--- src/design/wav_pcm_stream_parser_core_defines.svh ---
// assertion helpers shared by the parser block
`ifndef WAV_PCM_STREAM_PARSER_CORE_DEFINES_SVH
`define WAV_PCM_STREAM_PARSER_CORE_DEFINES_SVH

// same-cycle implication, checked only out of reset
`define WPSP_ASSERT_IMP(label, ante, cons, msg) \
  label: assert property (@(posedge clk_i) disable iff (!rst_ni) (ante) |-> (cons)) \
    else $error(msg);

// next-cycle implication, checked only out of reset
`define WPSP_ASSERT_NXT(label, ante, cons, msg) \
  label: assert property (@(posedge clk_i) disable iff (!rst_ni) (ante) |=> (cons)) \
    else $error(msg);

`endif

--- src/design/wpsp_pkg.sv ---
package wpsp_pkg;

  // chunk tags, little-endian words
  localparam logic [31:0] TAG_RIFF = 32'h4646_4952;
  localparam logic [31:0] TAG_WAVE = 32'h4556_4157;
  localparam logic [31:0] TAG_FMT  = 32'h2074_6d66;
  localparam logic [31:0] TAG_DATA = 32'h6174_6164;

  // accepted fmt chunk sizes
  localparam logic [31:0] FMT_SIZE_BASE = 32'd16;
  localparam logic [31:0] FMT_SIZE_EXT  = 32'd18;
  localparam logic [31:0] FMT_SIZE_EXTENSIBLE = 32'd40;

  localparam logic [31:0] FORMAT_PCM      = 32'd1;
  localparam logic [31:0] BITS_8          = 32'd8;
  localparam logic [31:0] BITS_16         = 32'd16;
  // byte rate and block align bytes between rate and bits fields
  localparam logic [31:0] SKIP_ALIGN_BYTES = 32'd6;

  typedef enum logic [1:0] {
    KIND_FRAME  = 2'd0,
    KIND_FORMAT = 2'd1,
    KIND_ERROR  = 2'd2
  } result_kind_e;

  typedef enum logic [2:0] {
    ERR_RIFF     = 3'd0,
    ERR_WAVE     = 3'd1,
    ERR_FMT_SIZE = 3'd2,
    ERR_NOT_PCM  = 3'd3,
    ERR_CHANNELS = 3'd4,
    ERR_RATE     = 3'd5,
    ERR_BITS     = 3'd6
  } err_code_e;

  typedef struct packed {
    result_kind_e       kind;
    logic signed [15:0] left_sample;
    logic signed [15:0] right_sample;
    logic [1:0]         channel_count;
    logic [31:0]        sample_rate;
    logic [4:0]         sample_bits;
    err_code_e          error_code;
  } result_t;

  typedef struct packed {
    logic    valid;
    result_t data;
  } res_push_t;

endpackage

--- src/design/wpsp_ifs.sv ---
interface wpsp_in_if;
  logic       valid;
  logic       ready;
  logic [7:0] data_byte;
  logic       file_start;

  modport source (output valid, output data_byte, output file_start, input ready);
  modport sink (input valid, input data_byte, input file_start, output ready);
endinterface

interface wpsp_out_if;
  logic               valid;
  logic               ready;
  logic [1:0]         result_kind;
  logic signed [15:0] left_sample;
  logic signed [15:0] right_sample;
  logic [1:0]         channel_count;
  logic [31:0]        sample_rate;
  logic [4:0]         sample_bits;
  logic [2:0]         error_code;

  modport source (
    output valid, output result_kind, output left_sample, output right_sample,
    output channel_count, output sample_rate, output sample_bits, output error_code,
    input ready
  );
  modport sink (
    input valid, input result_kind, input left_sample, input right_sample,
    input channel_count, input sample_rate, input sample_bits, input error_code,
    output ready
  );
endinterface

--- src/design/wav_pcm_stream_parser_core.sv ---
// a word that completes a result is registered into the queue whose head drives out_o
// throughput: one byte word per cycle while the queue has room, parsed in the front
// in_i.ready drops only while the QueueDepth-entry result queue is full
// reset (async, active low) returns the parser to waiting for the RIFF tag and empties
// the queue; file_start on a word restarts parsing from that word itself
module wav_pcm_stream_parser_core #(
  // result words buffered between parser and output
  parameter int unsigned QueueDepth = 2
) (
  input  logic       clk_i,
  input  logic       rst_ni,
  wpsp_in_if.sink    in_i,
  wpsp_out_if.source out_o
);

  // push from the parser front into the result queue
  wpsp_pkg::res_push_t push;
  logic                queue_full;

  // front: header state machine and frame packing, one byte each cycle
  // while the queue has room; raises at most one result word per byte
  wpsp_front u_front (
    .clk_i        (clk_i),
    .rst_ni       (rst_ni),
    .in_i         (in_i),
    .queue_full_i (queue_full),
    .push_o       (push)
  );

  // back: short result queue whose head drives the output channel, so a
  // stalled sink does not stop byte intake until the queue fills
  wpsp_queue #(
    .Depth (QueueDepth)
  ) u_queue (
    .clk_i  (clk_i),
    .rst_ni (rst_ni),
    .push_i (push),
    .full_o (queue_full),
    .out_o  (out_o)
  );

endmodule

--- src/design/wpsp_front.sv ---
module wpsp_front (
  input  logic                clk_i,
  input  logic                rst_ni,
  wpsp_in_if.sink             in_i,
  input  logic                queue_full_i,
  output wpsp_pkg::res_push_t push_o
);

  typedef enum logic [3:0] {
    PH_RIFF, PH_RIFF_SIZE, PH_WAVE, PH_SCAN_FMT, PH_FMT_SIZE, PH_FORMAT,
    PH_CHANNELS, PH_RATE, PH_SKIP6, PH_BITS, PH_EXTRA, PH_CHUNK_ID,
    PH_CHUNK_SIZE, PH_SKIP_BODY, PH_DATA_SIZE, PH_STREAM
  } phase_e;

  phase_e      phase_q, phase_d, phase_c;
  logic [31:0] acc_q, acc_d, acc_c;
  logic [1:0]  bif_q, bif_d, bif_c;
  logic [31:0] skip_q, skip_d, skip_c;
  logic [31:0] drem_q, drem_d, drem_c;
  logic [1:0]  ch_q, ch_d, ch_c;
  logic [4:0]  bits_q, bits_d, bits_c;
  logic [31:0] rate_q, rate_d, rate_c;
  logic [2:0]  fbytes_q, fbytes_d, fbytes_c;
  logic [1:0]  fidx_q, fidx_d, fidx_c;

  logic        accept;
  logic        restart;
  logic [31:0] acc_fld, acc_frm;
  logic        fld4_done, fld2_done;
  logic [1:0]  bif_nxt4, bif_nxt2;
  logic        res_valid;
  wpsp_pkg::result_t res;

  assign in_i.ready = !queue_full_i;
  assign accept     = in_i.valid & in_i.ready;
  assign restart    = in_i.file_start;

  // file_start clears everything before this word is parsed
  always_comb begin
    phase_c  = restart ? PH_RIFF : phase_q;
    acc_c    = restart ? '0 : acc_q;
    bif_c    = restart ? '0 : bif_q;
    skip_c   = restart ? '0 : skip_q;
    drem_c   = restart ? '0 : drem_q;
    ch_c     = restart ? '0 : ch_q;
    bits_c   = restart ? '0 : bits_q;
    rate_c   = restart ? '0 : rate_q;
    fbytes_c = restart ? '0 : fbytes_q;
    fidx_c   = restart ? '0 : fidx_q;
  end

  // little-endian field and frame assembly
  assign acc_fld   = ((bif_c == 2'd0) ? 32'd0 : acc_c)
                   | (32'(in_i.data_byte) << {bif_c, 3'b000});
  assign acc_frm   = ((fidx_c == 2'd0) ? 32'd0 : acc_c)
                   | (32'(in_i.data_byte) << {fidx_c, 3'b000});
  assign fld4_done = (bif_c == 2'd3);
  assign fld2_done = (bif_c != 2'd0);
  assign bif_nxt4  = fld4_done ? 2'd0 : bif_c + 2'd1;
  assign bif_nxt2  = fld2_done ? 2'd0 : bif_c + 2'd1;

  always_comb begin
    phase_d   = phase_c;
    acc_d     = acc_c;
    bif_d     = bif_c;
    skip_d    = skip_c;
    drem_d    = drem_c;
    ch_d      = ch_c;
    bits_d    = bits_c;
    rate_d    = rate_c;
    fbytes_d  = fbytes_c;
    fidx_d    = fidx_c;
    res_valid = 1'b0;
    res       = '0;

    unique case (phase_c) inside
      PH_RIFF: begin
        acc_d = acc_fld;
        bif_d = bif_nxt4;
        if (fld4_done) begin
          if (acc_fld != wpsp_pkg::TAG_RIFF) begin
            res_valid      = 1'b1;
            res.kind       = wpsp_pkg::KIND_ERROR;
            res.error_code = wpsp_pkg::ERR_RIFF;
            phase_d        = PH_STREAM;
            drem_d         = '0;
          end else begin
            phase_d = PH_RIFF_SIZE;
          end
        end
      end
      PH_RIFF_SIZE: begin
        acc_d = acc_fld;
        bif_d = bif_nxt4;
        if (fld4_done) phase_d = PH_WAVE;
      end
      PH_WAVE: begin
        acc_d = acc_fld;
        bif_d = bif_nxt4;
        if (fld4_done) begin
          if (acc_fld != wpsp_pkg::TAG_WAVE) begin
            res_valid      = 1'b1;
            res.kind       = wpsp_pkg::KIND_ERROR;
            res.error_code = wpsp_pkg::ERR_WAVE;
            phase_d        = PH_STREAM;
            drem_d         = '0;
          end else begin
            phase_d = PH_SCAN_FMT;
          end
        end
      end
      PH_SCAN_FMT: begin
        acc_d = acc_fld;
        bif_d = bif_nxt4;
        if (fld4_done && acc_fld == wpsp_pkg::TAG_FMT) phase_d = PH_FMT_SIZE;
      end
      PH_FMT_SIZE: begin
        acc_d = acc_fld;
        bif_d = bif_nxt4;
        if (fld4_done) begin
          if (acc_fld != wpsp_pkg::FMT_SIZE_BASE && acc_fld != wpsp_pkg::FMT_SIZE_EXT &&
              acc_fld != wpsp_pkg::FMT_SIZE_EXTENSIBLE) begin
            res_valid      = 1'b1;
            res.kind       = wpsp_pkg::KIND_ERROR;
            res.error_code = wpsp_pkg::ERR_FMT_SIZE;
            phase_d        = PH_STREAM;
            drem_d         = '0;
          end else begin
            // extra fmt bytes parked in the data counter
            drem_d  = acc_fld - wpsp_pkg::FMT_SIZE_BASE;
            phase_d = PH_FORMAT;
          end
        end
      end
      PH_FORMAT: begin
        acc_d = acc_fld;
        bif_d = bif_nxt2;
        if (fld2_done) begin
          if (acc_fld != wpsp_pkg::FORMAT_PCM) begin
            res_valid      = 1'b1;
            res.kind       = wpsp_pkg::KIND_ERROR;
            res.error_code = wpsp_pkg::ERR_NOT_PCM;
            phase_d        = PH_STREAM;
            drem_d         = '0;
          end else begin
            phase_d = PH_CHANNELS;
          end
        end
      end
      PH_CHANNELS: begin
        acc_d = acc_fld;
        bif_d = bif_nxt2;
        if (fld2_done) begin
          if (acc_fld < 32'd1 || acc_fld > 32'd2) begin
            res_valid      = 1'b1;
            res.kind       = wpsp_pkg::KIND_ERROR;
            res.error_code = wpsp_pkg::ERR_CHANNELS;
            phase_d        = PH_STREAM;
            drem_d         = '0;
          end else begin
            ch_d    = acc_fld[1:0];
            phase_d = PH_RATE;
          end
        end
      end
      PH_RATE: begin
        acc_d = acc_fld;
        bif_d = bif_nxt4;
        if (fld4_done) begin
          if (acc_fld == 32'd0) begin
            res_valid      = 1'b1;
            res.kind       = wpsp_pkg::KIND_ERROR;
            res.error_code = wpsp_pkg::ERR_RATE;
            phase_d        = PH_STREAM;
            drem_d         = '0;
          end else begin
            rate_d  = acc_fld;
            skip_d  = wpsp_pkg::SKIP_ALIGN_BYTES;
            phase_d = PH_SKIP6;
          end
        end
      end
      PH_SKIP6: begin
        skip_d = skip_c - 32'd1;
        if (skip_c == 32'd1) phase_d = PH_BITS;
      end
      PH_BITS: begin
        acc_d = acc_fld;
        bif_d = bif_nxt2;
        if (fld2_done) begin
          if (acc_fld != wpsp_pkg::BITS_8 && acc_fld != wpsp_pkg::BITS_16) begin
            res_valid      = 1'b1;
            res.kind       = wpsp_pkg::KIND_ERROR;
            res.error_code = wpsp_pkg::ERR_BITS;
            phase_d        = PH_STREAM;
            drem_d         = '0;
          end else begin
            bits_d   = acc_fld[4:0];
            fbytes_d = (acc_fld == wpsp_pkg::BITS_16) ? {ch_c, 1'b0} : {1'b0, ch_c};
            skip_d   = drem_c;
            drem_d   = '0;
            phase_d  = (drem_c != 32'd0) ? PH_EXTRA : PH_CHUNK_ID;
          end
        end
      end
      PH_EXTRA, PH_SKIP_BODY: begin
        skip_d = skip_c - 32'd1;
        if (skip_c == 32'd1) phase_d = PH_CHUNK_ID;
      end
      PH_CHUNK_ID: begin
        acc_d = acc_fld;
        bif_d = bif_nxt4;
        if (fld4_done) begin
          phase_d = (acc_fld == wpsp_pkg::TAG_DATA) ? PH_DATA_SIZE : PH_CHUNK_SIZE;
        end
      end
      PH_CHUNK_SIZE: begin
        acc_d = acc_fld;
        bif_d = bif_nxt4;
        if (fld4_done) begin
          skip_d  = acc_fld;
          phase_d = (acc_fld != 32'd0) ? PH_SKIP_BODY : PH_CHUNK_ID;
        end
      end
      PH_DATA_SIZE: begin
        acc_d = acc_fld;
        bif_d = bif_nxt4;
        if (fld4_done) begin
          drem_d            = acc_fld;
          fidx_d            = '0;
          acc_d             = '0;
          phase_d           = PH_STREAM;
          res_valid         = 1'b1;
          res.kind          = wpsp_pkg::KIND_FORMAT;
          res.channel_count = ch_c;
          res.sample_rate   = rate_c;
          res.sample_bits   = bits_c;
        end
      end
      PH_STREAM: begin
        // idle once the data count runs out
        if (drem_c != 32'd0 && fbytes_c != 3'd0) begin
          drem_d = drem_c - 32'd1;
          acc_d  = acc_frm;
          if ({1'b0, fidx_c} + 3'd1 < fbytes_c) begin
            fidx_d = fidx_c + 2'd1;
          end else begin
            fidx_d    = '0;
            res_valid = 1'b1;
            res.kind  = wpsp_pkg::KIND_FRAME;
            if (bits_c == wpsp_pkg::BITS_8[4:0]) begin
              res.left_sample  = {8'h00, acc_frm[7:0]};
              res.right_sample = (ch_c == 2'd2) ? {8'h00, acc_frm[15:8]} : 16'sd0;
            end else begin
              res.left_sample  = acc_frm[15:0];
              res.right_sample = (ch_c == 2'd2) ? acc_frm[31:16] : 16'sd0;
            end
          end
        end
      end
      default: begin
        phase_d = PH_RIFF;
      end
    endcase
  end

  assign push_o.valid = accept & res_valid;
  assign push_o.data  = res;

  always_ff @(posedge clk_i or negedge rst_ni) begin
    if (!rst_ni) begin
      phase_q  <= PH_RIFF;
      acc_q    <= '0;
      bif_q    <= '0;
      skip_q   <= '0;
      drem_q   <= '0;
      ch_q     <= '0;
      bits_q   <= '0;
      rate_q   <= '0;
      fbytes_q <= '0;
      fidx_q   <= '0;
    end else if (accept) begin
      phase_q  <= phase_d;
      acc_q    <= acc_d;
      bif_q    <= bif_d;
      skip_q   <= skip_d;
      drem_q   <= drem_d;
      ch_q     <= ch_d;
      bits_q   <= bits_d;
      rate_q   <= rate_d;
      fbytes_q <= fbytes_d;
      fidx_q   <= fidx_d;
    end
  end

endmodule

--- src/design/wpsp_queue.sv ---
`include "wav_pcm_stream_parser_core_defines.svh"

module wpsp_queue #(
  parameter int unsigned Depth = 2
) (
  input  logic                clk_i,
  input  logic                rst_ni,
  input  wpsp_pkg::res_push_t push_i,
  output logic                full_o,
  wpsp_out_if.source          out_o
);

  localparam int unsigned PtrW = (Depth > 1) ? $clog2(Depth) : 1;
  localparam int unsigned CntW = $clog2(Depth + 1);

  wpsp_pkg::result_t mem_q [Depth];
  logic [PtrW-1:0] wr_ptr_q, rd_ptr_q;
  logic [CntW-1:0] count_q;
  logic            push, pop;
  wpsp_pkg::result_t head;

  assign push   = push_i.valid;
  assign pop    = out_o.valid & out_o.ready;
  assign full_o = (count_q == CntW'(Depth));
  assign head   = mem_q[rd_ptr_q];

  assign out_o.valid         = (count_q != '0);
  assign out_o.result_kind   = head.kind;
  assign out_o.left_sample   = head.left_sample;
  assign out_o.right_sample  = head.right_sample;
  assign out_o.channel_count = head.channel_count;
  assign out_o.sample_rate   = head.sample_rate;
  assign out_o.sample_bits   = head.sample_bits;
  assign out_o.error_code    = head.error_code;

  always_ff @(posedge clk_i) begin
    if (push) mem_q[wr_ptr_q] <= push_i.data;
  end

  always_ff @(posedge clk_i or negedge rst_ni) begin
    if (!rst_ni) begin
      wr_ptr_q <= '0;
      rd_ptr_q <= '0;
      count_q  <= '0;
    end else begin
      if (push) begin
        wr_ptr_q <= (wr_ptr_q == PtrW'(Depth - 1)) ? '0 : wr_ptr_q + PtrW'(1);
      end
      if (pop) begin
        rd_ptr_q <= (rd_ptr_q == PtrW'(Depth - 1)) ? '0 : rd_ptr_q + PtrW'(1);
      end
      if (push && !pop) begin
        count_q <= count_q + CntW'(1);
      end else if (pop && !push) begin
        count_q <= count_q - CntW'(1);
      end
    end
  end

  `WPSP_ASSERT_IMP(a_no_overflow, push, !full_o, "result pushed into a full queue")
  `WPSP_ASSERT_IMP(a_count_max, 1'b1, count_q <= CntW'(Depth), "queue count out of range")
  `WPSP_ASSERT_NXT(a_count_up, push && !pop, count_q == $past(count_q) + CntW'(1), "count missed push")
  `WPSP_ASSERT_NXT(a_count_dn, pop && !push, count_q == $past(count_q) - CntW'(1), "count missed pop")

endmodule
--- src/flat_wrapper.sv ---
// flat-port wrapper written by rule: the top's interface ports become plain ports
module wav_pcm_stream_parser_core_flat 
#(
                                                    
  parameter int unsigned QueueDepth = 2
)
  (clk_i, rst_ni, in_i_valid, in_i_data_byte, in_i_file_start, in_i_ready, out_o_valid, out_o_result_kind, out_o_left_sample, out_o_right_sample, out_o_channel_count, out_o_sample_rate, out_o_sample_bits, out_o_error_code, out_o_ready);
  wpsp_in_if in_i_i ();
  wpsp_out_if out_o_i ();
  input  logic clk_i;
  input  logic rst_ni;
  input wire logic [$bits(in_i_i.valid)-1:0] in_i_valid;
  input wire logic [$bits(in_i_i.data_byte)-1:0] in_i_data_byte;
  input wire logic [$bits(in_i_i.file_start)-1:0] in_i_file_start;
  output wire logic [$bits(in_i_i.ready)-1:0] in_i_ready;
  output wire logic [$bits(out_o_i.valid)-1:0] out_o_valid;
  output wire logic [$bits(out_o_i.result_kind)-1:0] out_o_result_kind;
  output wire logic [$bits(out_o_i.left_sample)-1:0] out_o_left_sample;
  output wire logic [$bits(out_o_i.right_sample)-1:0] out_o_right_sample;
  output wire logic [$bits(out_o_i.channel_count)-1:0] out_o_channel_count;
  output wire logic [$bits(out_o_i.sample_rate)-1:0] out_o_sample_rate;
  output wire logic [$bits(out_o_i.sample_bits)-1:0] out_o_sample_bits;
  output wire logic [$bits(out_o_i.error_code)-1:0] out_o_error_code;
  input wire logic [$bits(out_o_i.ready)-1:0] out_o_ready;
  assign in_i_i.valid = in_i_valid;
  assign in_i_i.data_byte = in_i_data_byte;
  assign in_i_i.file_start = in_i_file_start;
  assign in_i_ready = in_i_i.ready;
  assign out_o_valid = out_o_i.valid;
  assign out_o_result_kind = out_o_i.result_kind;
  assign out_o_left_sample = out_o_i.left_sample;
  assign out_o_right_sample = out_o_i.right_sample;
  assign out_o_channel_count = out_o_i.channel_count;
  assign out_o_sample_rate = out_o_i.sample_rate;
  assign out_o_sample_bits = out_o_i.sample_bits;
  assign out_o_error_code = out_o_i.error_code;
  assign out_o_i.ready = out_o_ready;
  wav_pcm_stream_parser_core #(.QueueDepth(QueueDepth)) u_core (.clk_i(clk_i), .rst_ni(rst_ni), .in_i(in_i_i), .out_o(out_o_i));
endmodule
--- config.mk ---
export PLATFORM = sky130hd
export DESIGN_NAME = wav_pcm_stream_parser_core_flat
export DESIGN_NICKNAME = d
export VERILOG_FILES = /design/src/design/wpsp_pkg.sv /design/src/design/wpsp_ifs.sv /design/src/design/wav_pcm_stream_parser_core.sv /design/src/design/wpsp_front.sv /design/src/design/wpsp_queue.sv /design/src/flat_wrapper.sv
export VERILOG_INCLUDE_DIRS = /design/src /design/src/design
export SDC_FILE = /design/constraint.sdc
export NUM_CORES = 1
export LEC_CHECK = 0
export BUFFER_PORTS_ARGS = -buffer_cell sky130_fd_sc_hd__buf_2
export CORE_MARGIN = 10
export CORE_UTILIZATION = 35
export CTS_CLUSTER_DIAMETER = 80
export DETAILED_ROUTE_END_ITERATION = 8
export MAX_ROUTING_LAYER = met4
export PLACE_DENSITY_LB_ADDON = 0.1
export SETUP_SLACK_MARGIN = 0.4
export SLEW_MARGIN = 20
export SYNTH_ARGS = -nofsm -noshare
export SYNTH_HDL_FRONTEND = slang
export SYNTH_SLANG_ARGS = --single-unit
export TNS_END_PERCENT = 30
--- constraint.sdc ---
create_clock -name clk_i -period 11.6 [get_ports clk_i]
set_clock_uncertainty 0.1 [all_clocks]
set_input_delay 1.16 -clock clk_i [delete_from_list [all_inputs] [get_ports clk_i]]
set_output_delay 1.16 -clock clk_i [all_outputs]
set_load 0.05 [all_outputs]
# After elaboration in Yosys (flattened, before gate mapping)
# Memories as Yosys holds them, arrays and structs flattened.
# Index checks and enable logic that the tools add are counted.
# Widths: inputs -> output; s select.
[classes]
shift = 2
add_sub_neg = 10
n_reduce_logical = 26
eq_ne = 30
magnitude_cmp = 3
n_mux = 143
bitwise_logic = 5
[op_table]
columns = ["cell", "n"]
rows = [
  ["$mux 32", 35],
  ["$pmux 32 s9", 1],
  ["$pmux 32 s4", 1],
  ["$pmux 32 s3", 1],
  ["$mux 4", 20],
  ["$mux 39", 2],
  ["$ne 32x31->1 const B", 2],
  ["$ne 32x5->1 const B", 2],
  ["$or 32x32->32", 2],
  ["$reduce_bool 32->1", 2],
  ["$shl 8x5->32", 2],
  ["$sub 32x1->32 const B", 2],
  ["$mux 2", 31],
  ["$pmux 4 s15", 1],
  ["$mux 3", 16],
  ["$eq 32x1->1 const B", 1],
  ["$eq 32x30->1 const B", 1],
  ["$eq 32x31->1 const B", 1],
  ["$eq 32x5->1 const B", 1],
  ["$eq 4x4->1 const B", 8],
  ["$gt 32x2->1 const B", 1],
  ["$logic_not 32->1", 1],
  ["$lt 32x1->1 const B", 1],
  ["$ne 32x1->1 const B", 1],
  ["33 further kinds", 83],
]
[totals]
output_inout_bits = 78
in_bits = 13
elab_cells = 233
memories = 1
ramBits = 152
ff_bits = 150
[mem_list]
columns = ["name", "words", "width", "rd", "rd_clocked_by_memory_dff", "write_ports", "line", "source"]
rows = [
  ["u_core.u_queue.mem_q", 2, 76, 1, 0, 1, "wpsp_queue.sv:16", "wpsp_pkg::result_t mem_q [Depth];"],
]

# Logic depth before layout (Yosys ltp)
# Gate-level depths: netlist (run 1).
[depth]
ltp_word = 15
mapped_depth = 25
ltp_nobuf = 17

# Cells and area by module
# Synthesis (run 1) repeated with hierarchy kept, for this count alone.
[unflattened]
hier_cells = 2050
hier_area_um2 = 18869.3
[by_module_without_submodules]
columns = ["mod", "n_inst", "cells_per_inst", "area_each_um2"]
rows = [
  ["wpsp_front", 1, 1797, 13060.0],
  ["wpsp_queue", 1, 253, 5809.3],
]

# Worst setup path after synthesis (run 1)
# OpenSTA, ideal clock, no wires.
[synth_path]
path_kind = "input port to flip-flop"
from = "in in_i_file_start"
to = "mem u_core.u_queue.mem_q[1][0] in the netlist's numbering (enable)"
setup_ps = 519
arrival_time_ps = 7870
path_stages = 20
setup_slack_ps = 3111
path_cell_list = "buf_2 buf_2 inv_2 clkbuf_1 clkbuf_1 buf_1 nand2_1 ha_1 buf_4 nor2_1 buf_4 a22oi_1 and3_1 nor3b_2 nand4_2 o21a_2 nand2_2 nor3_1 a211oi_2 nor2b_1"
[synth_via]
elab_chain_len = 13
elab_cells_between_ends = 61
cone_classes = "1 x add/sub; 3 x order compare; 16 x eq/ne; 1 x shift; 27 x mux; 2 x bitwise; 11 x reduce/logical"
[synth_lines]
columns = ["item", "line", "source"]
rows = [
  ["start, declared", "flat_wrapper.sv:14", "input wire logic [$bits(in_i_i.file_start)-1:0] in_i_file_start;"],
  ["parallel branches: the longest is 9 deep, another holds $lt 32x1->1", "n/a", ""],
  ["$pmux 1 s9 (*)", "wpsp_front.sv:76", "unique case (phase_c) inside"],
  ["$and 1x1->1 (*)", "wpsp_front.sv:267", "assign push_o.valid = accept & res_valid;"],
  ["$mux 1 (*)", "wpsp_queue.sv:37", "if (push) mem_q[wr_ptr_q] <= push_i.data;"],
  ["$mux 1 (implied by the code) (*)", "wpsp_queue.sv:37", ""],
  ["end, declared", "wpsp_queue.sv:16", ""],
]
# Every way passes the cells marked *.

# Worst setup path after layout (run 1)
[layout_path]
from = "in in_i_file_start"
to = "mem u_core.u_queue.mem_q[0][65] in the netlist's numbering (enable)"
# Same word-level chain as after synthesis.

==> Flow_metrics.wiki, run 1 <==
{| class="wikitable"
! Metric !! Value
|-
| CORE AREA || 52550 sq um
|-
| Least-Margin Pin Slew || 1106 ps
|-
| Xor/xnor cell area share of the yosys netlist || 0.6122%
|-
| I/O pin count || 91
|-
| Total power || 5089 uW
|-
| Post-DRT Antenna Nets || 0
|-
| Fraction of registers with async set/reset || 49.67%
|-
| Post-DP HPWL || 61.92 mm
|-
| Overall die width || 250.5 microns
|-
| Cell at the root of the clock tree || clkbuf_16
|-
| Critical Path RT || 11700 ps
|-
| Area contributors post-synth || edfxtp_1, dfrtp_1, o21ai_0, mux2_2, nand2_1
|-
| Share of the synthesized area in compound gates (AO/OA/AOI/OAI) || 24.55%
|-
| CP Data Arrival Time || 6390 ps
|-
| Antenna violations before repair || 4
|-
| Worst-case hold slack || 368.0 ps
|-
| Count of unique library cells instantiated by Yosys || 98
|-
| Resized Gates After CTS || 0
|-
| Total negative slack for setup checks || 0 ps
|-
| Netlist Area Pre-Place || 18600 sq um
|-
| Number of buffers inserted to repair setup after CTS || 0
|-
| Overall die area || 62760 sq um
|-
| Multiplexer area fraction after synthesis || 5.637%
|-
| Net count of the finished layout || 2078
|-
| Fmax || 159.1 MHz
|-
| Setup repair after global routing missed its margin || no
|-
| Most common cell after layout, fill and taps aside || nand2_1
|-
| Layout cells sized above 1 || 17.25%
|-
| Sequential-to-total area share from yosys stat || 44.72%
|-
| Total iterations of the first detailed-routing run || 6
|-
| Crit Path Class || primary input to register
|-
| Post-CTS clock slew at the launch and capture registers of the worst setup and hold paths || 60 ps
|-
| Clock tree from TritonCTS || done
|-
| CP max FO || 50
|-
| Cells after Synth || 2023
|-
| Source-to-sink clock delay at the later pin of the worst-skew pair || 570 ps
|-
| Vias in the first global route || 17.09k
|-
| # clock sinks || 302
|-
| Leakage power figure || 0.007893 uW
|-
| Mean instance size in the synthesized netlist || 9.194 sq um
|-
| Fin. Hold Viols || 0
|-
| Htree depth || 2
|-
| Nature of the critical path endpoint || register
|-
| Post-Synth Adder-Cell Area || 0.9418%
|-
| Top_reg_cell synth || edfxtp_1
|-
| Largest net degree at the start of global routing || 78
|-
| Ratio of total power to cell area || 241.5 nW/um^2
|-
| Number of enable-type register cells in the synthesized netlist || 152
|-
| Residual overflow from global routing || 0
|-
| Overall die height || 250.5 microns
|-
| Nets in the synthesized netlist || 2050
|-
| First-pass GRT wire length || 126.6 mm
|-
| Commonest cells after routing, fill and taps aside || nand2_1, o21ai_0, nor2_1, edfxtp_1, dfrtp_1
|-
| Cell accounting for the most synthesized area || edfxtp_1
|-
| DRC || 0
|-
| I/O Buffers || 90
|-
| Final cell utilization of the core || 40.10%
|-
| Class of the worst hold path || primary input to asynchronous set/reset pin
|-
| Post-route minimum period || 6287 ps
|-
| Type of element launching the critical path || primary input
|-
| Maximum vdd ir drop || 0.1310 mV
|-
| Initial standard-cell utilization of the core || 35.39%
|-
| Number of violations reported at the end of detailed-routing iteration 0 || 2071
|-
| Placement Rows || 84
|-
| Detailed-route via count || 17.87k
|-
| Number of warnings printed during yosys synthesis || 0
|-
| Maximum clock path buffer count || 3
|-
| Fraction of the mapped netlist area in simple logic gates || 19.54%
|-
| Fraction of post-synthesis cell area in the top cell type by area || 24.54%
|-
| Remaining max-slew budget at the tightest pin || 25.71%
|-
| Dominant combinational cell family by area after synthesis || compound AO/OA/AOI/OAI gates
|-
| Flip-flop and latch count after synthesis || 302
|-
| Finish-stage setup viols || 0
|-
| Ratio of final minimum period to clock period || 54.20%
|-
| Pins over their slew limit || 0
|-
| Final routed wirelength across all metal layers || 88.27 mm
|-
| Maximum capacitance violations || 0
|-
| Outcome || complete, no violations
|-
| Inserted Clock Buffers || 38
|-
| Weighted congestion reported at the end of routability-driven placement || 0.9870
|-
| Number of hold buffers added after CTS || 0
|-
| Total routing resource utilization after global routing || 27.79%
|-
| Routed len/inst || 31.83 microns
|-
| Via density || 6.444
|-
| Signed area change from the synthesized netlist to the final layout || 13.29%
|}
[cells in the mapped netlist (all sizes together), types with 11 or more instances]
cell type    n
nand2      237
o21ai      202
nor2       181
edfxtp     152
dfrtp      150
a21oi      131
clkbuf     117
mux2        83
nor3        56
and3        52
a22oi       50
nand3       50
a22o        46
buf         43
o22ai       34
nor2b       32
a31oi       25
and2        25
nor4        25
a221oi      23
a21o        20
inv         19
nand4       19
o211ai      16
nand2b      15
ha          14
a211oi      11
mux2i       11
[flip-flops by register name, summed over array words and instances, names as in the netlist, 3 cells and up]
signal	count
u_core.u_front.phase_q	4
u_core.u_queue.mem_q	152
u_core.u_front.rate_q	32
u_core.u_front.skip_q	32
u_core.u_front.bits_q	5
u_core.u_front.acc_q	32
u_core.u_front.fbytes_q	3
u_core.u_front.drem_q	32
[final cells by class]
type,instances,area (sq um)
fill,5351,31480
multi-input combinational,1541,9627
sequential,302,8322
clock buffer,53,1089
timing repair buffer,148,907.1
clock inverter,17,181.4
antenna,4,10.01
tap,688,860.8
inverter,20,75.07
[routing by layer]
layer	part of all wire [%]	track usage, %
met4	5.5	13.63
met2	45	41.74
met3	8.2	5.709
met5	0	-
met1	41	35.17
[worst max-delay path: stages]
cell and delay, ps:
buf_4 310, inv_2 100, nand2_1 80, ha_1 140, buf_4 380, nor2_2 140
buf_4 280, a22oi_2 430, nand4_1 360, nor3_4 390, and4_4 340, nand3_1 160
and4_1 250, nor4_1 250, a211oi_2 160, nor2_4 680, buf_4 660
[worst paths after layout]
kind | start | endpoint | slack, ps | depth (start not counted)
max | in_i_file_start | u_core.u_queue.mem_q[0][65] | 5310 | 17
max reg2reg | u_core.u_front.bif_q[1] | u_core.u_queue.mem_q[0][65] | 5690 | 16
max in group asynchronous | rst_ni | u_core.u_queue.rd_ptr_q | 9720 | 2
min | rst_ni | u_core.u_front.skip_q[21] | 370 | 1
min reg2reg | u_core.u_front.rate_q[30] | u_core.u_front.rate_q[30] | 380 | 2
min in group clk_i | u_core.u_front.rate_q[30] | u_core.u_front.rate_q[30] | 380 | 2
[power breakdown]
| part | leakage (uW) | switching [uW] | total, uW | internal (uW) |
|---|---|---|---|---|
| combinational | 0.00385 | 1720 | 2390 | 669 |
| sequential | 0.00343 | 251 | 1500 | 1250 |
| clock | 0.000612 | 493 | 1200 | 707 |
| total | 0.00789 | 2470 | 5090 | 2620 |
[metrics by stage]
stage	instances	area [sq um]	worst slack (ps)
6_report	2773	21070	5313
5_1_grt	2772	21070	5041
4_1_cts	2768	21040	5414
3_5_place_dp	2698	19770	4796
3_3_place_gp	2698	19770	4824
2_1_floorplan	2023	18600	3111
[kinds of logic (layout without fill, tap and decap cells)]
logic type | after synthesis | after routing
adder cells (fa/ha/maj) | 14 | 14
flip-flops | 302 | 302
multiplexers | 94 | 94
other | 0 | 4
AND/OR/NAND/NOR | 734 | 734
XOR/XNOR | 13 | 13
buffers and inverters | 180 | 238
AO/OA/AOI/OAI | 686 | 686
(Power assumes the default switching activity.)
==> inputs of run 2 (changes only) <==
==> constraint.sdc (replaced) <==
create_clock -name clk_i -period 5.7 [get_ports clk_i]
set_clock_uncertainty 0.1 [all_clocks]
set_input_delay 0.57 -clock clk_i [delete_from_list [all_inputs] [get_ports clk_i]]
set_output_delay 0.57 -clock clk_i [all_outputs]
set_load 0.05 [all_outputs]
==> run 2 against run 1 <==
  * Global-route usage rose by 0.87 points
  * Sequential share of layout area is 0.58 points lower
  * First-iteration DRC count grew 3.8%
  * Clock-buffer cell count shrank 2
  * Combinational power up 100%
  * Final area increased by 1.5%
  * Flip-flop and latch count did not move
  * Sequential power is 110% higher
  * Wire length up 2.7%
  * Final cell count grew 1.6%
==> Flow_metrics.wiki, run 2 (synthesis results as in run 1) <==
{| class="wikitable"
! Metric !! Value
|-
| Total iterations of the first detailed-routing run || 6
|-
| Remaining max-slew budget at the tightest pin || 25.74%
|-
| Fin. Hold Viols || 0
|-
| Htree depth || 2
|-
| Number of fill cells in the layout || 5329
|-
| CORE AREA || 52550 sq um
|-
| Overall die height || 250.5 microns
|-
| Least-Margin Pin Slew || 1106 ps
|-
| I/O pin count || 91
|-
| Post-DRT Antenna Nets || 0
|-
| Commonest cells after routing, fill and taps aside || nand2_1, o21ai_0, nor2_1, edfxtp_1, dfrtp_1
|-
| Most flops, register || u_core.u_queue.mem_q
|-
| Overall die width || 250.5 microns
|-
| Clock tree from TritonCTS || done
|-
| Max reg flops || 152
|-
| Via density || 6.347
|-
| Maximum capacitance violations || 0
|-
| Largest net degree at the start of global routing || 73
|-
| CP max FO || 23
|-
| Class of the worst hold path || primary input to register
|-
| Post-DP HPWL || 65.44 mm
|-
| Weighted congestion reported at the end of routability-driven placement || 0.9855
|-
| Reg2Reg Launch Point || u_core.u_front.bif_q[1]
|-
| Most common cell after layout, fill and taps aside || nand2_1
|-
| Resized Gates After CTS || 0
|-
| Source-to-sink clock delay at the later pin of the worst-skew pair || 570 ps
|-
| Fmax || 204.6 MHz
|-
| Ratio of final minimum period to clock period || 85.75%
|-
| Post-CTS clock slew at the launch and capture registers of the worst setup and hold paths || 60 ps
|-
| CP Data Arrival Time || 5240 ps
|-
| DRC || 0
|-
| Hold Path End || u_core.u_queue.rd_ptr_q
|-
| Net count of the finished layout || 2123
|-
| Setup slack of the most critical reg-to-reg path || 810 ps
|-
| # clock sinks || 302
|-
| Detailed-route via count || 17.88k
|-
| Placement Rows || 84
|-
| Area of all sequential standard cells || 8322 sq um
|-
| Total negative slack for setup checks || 0 ps
|-
| I/O Buffers || 90
|-
| First-pass GRT wire length || 130.8 mm
|-
| Ratio of total power to cell area || 484.9 nW/um^2
|-
| Finish-stage setup viols || 0
|-
| Post-route minimum period || 4888 ps
|-
| Final routed wirelength across all metal layers || 90.66 mm
|-
| Overall die area || 62760 sq um
|-
| Critical Path RT || 6050 ps
|-
| Final instance count without filler cells || 2817
|-
| Number of violations reported at the end of detailed-routing iteration 0 || 2150
|-
| Outcome || complete, no violations
|-
| Total routing resource utilization after global routing || 28.66%
|-
| Cell at the root of the clock tree || clkbuf_16
|-
| Routed len/inst || 32.18 microns
|-
| Nature of the critical path endpoint || register
|-
| Placed cells || 2743
|-
| Setup repair after global routing missed its margin || no
|-
| Worst flop-to-flop path endpoint || u_core.u_front.drem_q[31]
|-
| Pins over their slew limit || 0
|-
| Initial standard-cell utilization of the core || 35.39%
|-
| Hold-critical path depth || 3
|-
| Depth of the most critical reg-to-reg path || 12
|-
| Residual overflow from global routing || 0
|-
| Startpoint of the most critical hold path || out_o_ready
|-
| Type of element launching the critical path || register
|-
| Inserted Clock Buffers || 38
|-
| Antenna violations before repair || 7
|-
| Layout cells sized above 1 || 18.68%
|-
| Signed area change from the synthesized netlist to the final layout || 14.97%
|-
| Maximum clock path buffer count || 3
|-
| Vias in the first global route || 17.55k
|-
| Area used by multi-input combinational logic || 9618 sq um
|-
| Maximum vdd ir drop || 0.2471 mV
|-
| Leakage power figure || 0.008099 uW
|-
| Crit Path Class || register to register
|}
-- run 2: per-layer routing --
| metal | GRT usage, % | part of all wire, % | routed length, microns | vias up |
|---|---|---|---|---|
| met5 | - | 0 | 0 | - |
| met4 | 11.96 | 4.6 | 4154 | 0 |
| met3 | 4.728 | 6.6 | 5981 | 200 |
| met2 | 45.66 | 47 | 42950 | 841 |
| met1 | 35.62 | 41 | 37570 | 9017 |
| li1 | - | - | - | 7822 |
-- run 2: critical path, cell delays in order, from the launching register on --
cell and delay, ps:
dfrtp_1 810, o21bai_2 390, nand2_1 150, and2_1 130, buf_4 220, ha_1 200, a21boi_0 530, and4_4 360
a21oi_2 100, nor4_4 960, a21oi_4 220, a21o_1 240, a221o_1 340
-- run 2: power by group --
| group | internal, uW | total (uW) | switching (uW) |
|---|---|---|---|
| clock network | 1350 | 2380 | 1030 |
| logic | 1410 | 4840 | 3420 |
| registers | 2530 | 3150 | 621 |
-- run 2: what timing repair did --
action | in CTS | in global routing
hold buffers | 1 | 0
buffers inserted | 0 | 0
hold endpoints to repair | 32 | 0
endpoints found under the setup margin | 0 | 0
-- run 2: layout make-up --
cell class,count,area share [%]
inverters,20,0.3511
clock inverters,18,0.8016
well taps,688,4.026
flip-flops and latches,302,38.92
multi-input cells,1541,44.98
repair buffers,193,6.009
diodes,4,0.04681
clock buffers,51,4.868
-- run 2: metrics by stage --
stage               hold slack (ps)  power, uW  util [%]  cell area, sq um  worst slack, ps
floorplan                     174.4       6043         -             18640            403.0
global placement              354.4       7941     38.32             20140            850.2
detailed placement            362.1       7918     38.33             20140            823.6
CTS                           199.2      10330     40.65             21360            877.6
global route                  214.6      10770     40.69             21380            588.5
finish                        211.2      10370     40.69             21380            812.2
-- run 2: worst max-delay path by stage --
stage | end | slack [ps] | start
3_3_place_gp | u_core.u_front.drem_q[31] | 850 | in_i_file_start
2_1_floorplan | u_core.u_queue.mem_q[1][0] | 400 | in_i_file_start
5_1_grt | u_core.u_front.drem_q[9] | 590 | u_core.u_front.bif_q[0]
6_report | u_core.u_front.drem_q[31] | 810 | u_core.u_front.bif_q[1]
3_5_place_dp | u_core.u_front.drem_q[31] | 820 | in_i_file_start
4_1_cts | u_core.u_front.drem_q[31] | 880 | u_core.u_front.bif_q[1]
==> inputs of run 3 (changes only) <==
--- a/config.mk
+++ b/config.mk
@@ -17,5 +17,6 @@
 export SLEW_MARGIN = 20
 export SYNTH_ARGS = -nofsm -noshare
 export SYNTH_HDL_FRONTEND = slang
+export SYNTH_HIERARCHICAL = 1
 export SYNTH_SLANG_ARGS = --single-unit
 export TNS_END_PERCENT = 30
==> run 3 against run 2 <==
  * Combinational power is 2% lower
  * First-iteration DRC count down 2.2%
  * Sequential share of layout area is 0.38 points lower
  * Clock-buffer cell count unchanged
  * Synthesized cell count up 1.3%
  * Flip-flop and latch count is the same
  * Power decreased by 1.0%
  * Critical path type unchanged
  * Largest power group unchanged
==> Flow_metrics.wiki, run 3 <==
{| class="wikitable"
! Metric !! Value
|-
| Number of buffers inserted to repair setup after CTS || 0
|-
| Maximum capacitance violations || 0
|-
| Share of total power consumed by net switching || 47.26%
|-
| Overall die width || 252.2 microns
|-
| Routed met1 length || 35.85 mm
|-
| Fraction of registers with async set/reset || 49.67%
|-
| Sequential-to-total area share from yosys stat || 44.08%
|-
| Post-DP HPWL || 62.43 mm
|-
| Clock share of power || 22.3%
|-
| Seq pwr share || 31.7%
|-
| I/O Buffers || 90
|-
| Remaining max-slew budget at the tightest pin || 22.73%
|-
| Cell accounting for the most synthesized area || edfxtp_1
|-
| Fmax || 199.0 MHz
|-
| Netlist Area Pre-Place || 18870 sq um
|-
| Startpoint of the worst setup timing path || u_core/u_front/bif_q[1]
|-
| Routed len/inst || 30.37 microns
|-
| Htree depth || 2
|-
| Final routed wirelength across all metal layers || 86.47 mm
|-
| Most flops, register || u_core/u_queue/mem_q
|-
| Class of the worst hold path || primary input to register
|-
| DRC || 0
|-
| Top routing layer in use || met4
|-
| Worst-case hold slack || 200.5 ps
|-
| Total iterations of the first detailed-routing run || 6
|-
| Crit Path Class || register to register
|-
| Overall die height || 252.2 microns
|-
| Flip-flop and latch count after synthesis || 302
|-
| Residual overflow from global routing || 0
|-
| Number of violations reported at the end of detailed-routing iteration 0 || 2102
|-
| Ratio of total power to cell area || 475.2 nW/um^2
|-
| Total negative slack for setup checks || 0 ps
|-
| Signed area change from the synthesized netlist to the final layout || 14.44%
|-
| Cell-internal power || 5412 uW
|-
| Ratio of final minimum period to clock period || 88.16%
|-
| Met2 wire length || 39.39 mm
|-
| Pins over their slew limit || 0
|-
| Detailed-route via count || 18.06k
|-
| Nets in the synthesized netlist || 2075
|-
| Met3 Routed Length || 6.091 mm
|-
| Vias in the first global route || 17.44k
|-
| Maximum clock path buffer count || 3
|-
| Post-DRT Antenna Nets || 0
|-
| Layout cells sized above 1 || 18.47%
|-
| Antenna violations before repair || 2
|-
| Least-Margin Pin Slew || 1151 ps
|-
| Leakage power figure || 0.007987 uW
|-
| Post-route minimum period || 5025 ps
|-
| Overall die area || 63600 sq um
|-
| Most common cell after layout, fill and taps aside || nand2_1
|-
| Part of the total power dissipated in combinational logic || 46.0%
|-
| Most instantiated cells after synthesis || nand2_1, nor2_1, o21ai_0, edfxtp_1, dfrtp_1
|-
| Largest net degree at the start of global routing || 81
|-
| Max reg flops || 152
|-
| Commonest cells after routing, fill and taps aside || nand2_1, nor2_1, o21ai_0, edfxtp_1, dfrtp_1
|-
| Nature of the critical path endpoint || register
|-
| Number of hold buffers added after CTS || 1
|-
| Area used by multi-input combinational logic || 9799 sq um
|-
| Weighted congestion reported at the end of routability-driven placement || 1.024
|-
| Via density || 6.343
|-
| CP max FO || 40
|-
| Net count of the finished layout || 2145
|-
| Resized Gates After CTS || 0
|-
| Cell at the root of the clock tree || clkbuf_16
|-
| Number of fill cells in the layout || 5496
|-
| Source-to-sink clock delay at the later pin of the worst-skew pair || 570 ps
|-
| Worst flop-to-flop path endpoint || u_core/u_queue/mem_q[1][73]
|-
| Count of unique library cells instantiated by Yosys || 100
|-
| Depth of the most critical reg-to-reg path || 15
|-
| Net switching power || 4849 uW
|-
| Initial standard-cell utilization of the core || 35.20%
|-
| Post-CTS clock slew at the launch and capture registers of the worst setup and hold paths || 60 ps
|-
| Setup repair after global routing missed its margin || no
|-
| Fin. Hold Viols || 0
|-
| Cells after Synth || 2050
|-
| Critical Path RT || 5870 ps
|-
| I/O pin count || 91
|-
| Inserted Clock Buffers || 37
|-
| Cell with the most instances after synthesis || nand2_1
|-
| Placement Rows || 85
|-
| CORE AREA || 53600 sq um
|-
| Fraction of post-synthesis cell area in the top cell type by area || 24.19%
|-
| Total routing resource utilization after global routing || 27.26%
|-
| Top_reg_cell synth || edfxtp_1
|-
| Maximum vdd ir drop || 0.2338 mV
|-
| Clock tree from TritonCTS || done
|-
| Type of element launching the critical path || register
|-
| Area contributors post-synth || edfxtp_1, dfrtp_1, o21ai_0, nand2_1, nor2_1
|-
| Number of enable-type register cells in the synthesized netlist || 152
|-
| Critical path destination || u_core/u_queue/mem_q[1][73]
|-
| Setup slack of the most critical reg-to-reg path || 670 ps
|-
| Outcome || complete, no violations
|-
| CP Data Arrival Time || 5200 ps
|-
| Area of all sequential standard cells || 8322 sq um
|-
| Finish-stage setup viols || 0
|-
| # clock sinks || 302
|-
| Reg2Reg Launch Point || u_core/u_front/bif_q[1]
|-
| Number of warnings printed during yosys synthesis || 6
|-
| First-pass GRT wire length || 125.3 mm
|-
| Mean instance size in the synthesized netlist || 9.205 sq um
|}
==> run 3: cell types whose count changed in the layout (fill, tap and decap cells not counted), moves of 12 or more <==
cell	delta
a22o_1	-14
and2_1	-14
mux2_2	-33
mux2_4	+30
nand2_1	-26
nand3_1	-15
nor2_1	+26
nor4_1	+12
o21ai_0	-20
==> run 3: through the flow <==
step / instance area, sq um / total power, uW / utilization (%) / worst slack [ps] / instances
5_1_grt: 21590 / 10710 / 40.28 / 447.0 / 2846
6_report: 21590 / 10260 / 40.29 / 674.7 / 2847
4_1_cts: 21590 / 10220 / 40.28 / 778.0 / 2845
2_1_floorplan: 19010 / 6213 / - / 90.58 / 2050
3_3_place_gp: 20420 / 7907 / 38.10 / 774.7 / 2776
3_5_place_dp: 20420 / 7886 / 38.10 / 723.8 / 2776
==> run 3: power by group through the flow <==
stage	clock network, uW	logic (uW)	registers, uW
detailed placement	0	4630	3260
global route	2450	4990	3280
global placement	0	4640	3260
floorplan	0	3350	2860
CTS	2350	4650	3220
finish	2290	4730	3250
==> run 3: per-layer routing <==
layer | vias to the layer above | track usage, %
met5 | - | -
met2 | 951 | 41.94
met1 | 8984 | 34.39
li1 | 7882 | -
met3 | 242 | 3.937
met4 | 0 | 14.42
==> run 3: worst min-delay path by stage <==
stage / from / to / cells after the start
4_1_cts: out_o_ready / u_core/u_queue/rd_ptr_q / 3
2_1_floorplan: rst_ni / u_core/u_front/acc_q[0] / 0
6_report: out_o_ready / u_core/u_queue/rd_ptr_q / 3
5_1_grt: out_o_ready / u_core/u_queue/rd_ptr_q / 3
3_5_place_dp: u_core/u_front/rate_q[10] / u_core/u_front/rate_q[10] / 2
3_3_place_gp: u_core/u_front/rate_q[4] / u_core/u_front/rate_q[4] / 2
==> run 3: cells by family after synthesis <==
logic type | Yosys count | synth area share [%]
xor+xnor | 29 | 1.346
mux | 86 | 5.709
fa+ha+maj | 12 | 0.7957
buf+inv | 194 | 4.569
compound gates | 696 | 24.69
flops | 302 | 44.08
simple gates | 731 | 18.81
==> run 3: critical path, stage by stage (launching register included) <==
cell	delay (ps)
dfrtp_1	600
nand2_4	170
ha_4	150
buf_4	290
buf_4	290
nand2b_1	150
a21oi_1	100
a2111oi_0	790
nand4b_1	330
o21a_1	240
nor2_2	200
nor2_4	90
nor4_4	310
a311oi_2	230
and2_4	360
buf_12	240
==> run 3: layout make-up <==
type / instances / area share, %
multi-input combinational: 1554 / 45.38
sequential: 302 / 38.54
timing repair buffer: 195 / 6.136
clock buffer: 51 / 4.531
tap: 696 / 4.033
clock inverter: 17 / 0.8401
inverter: 30 / 0.5215
antenna: 2 / 0.02318
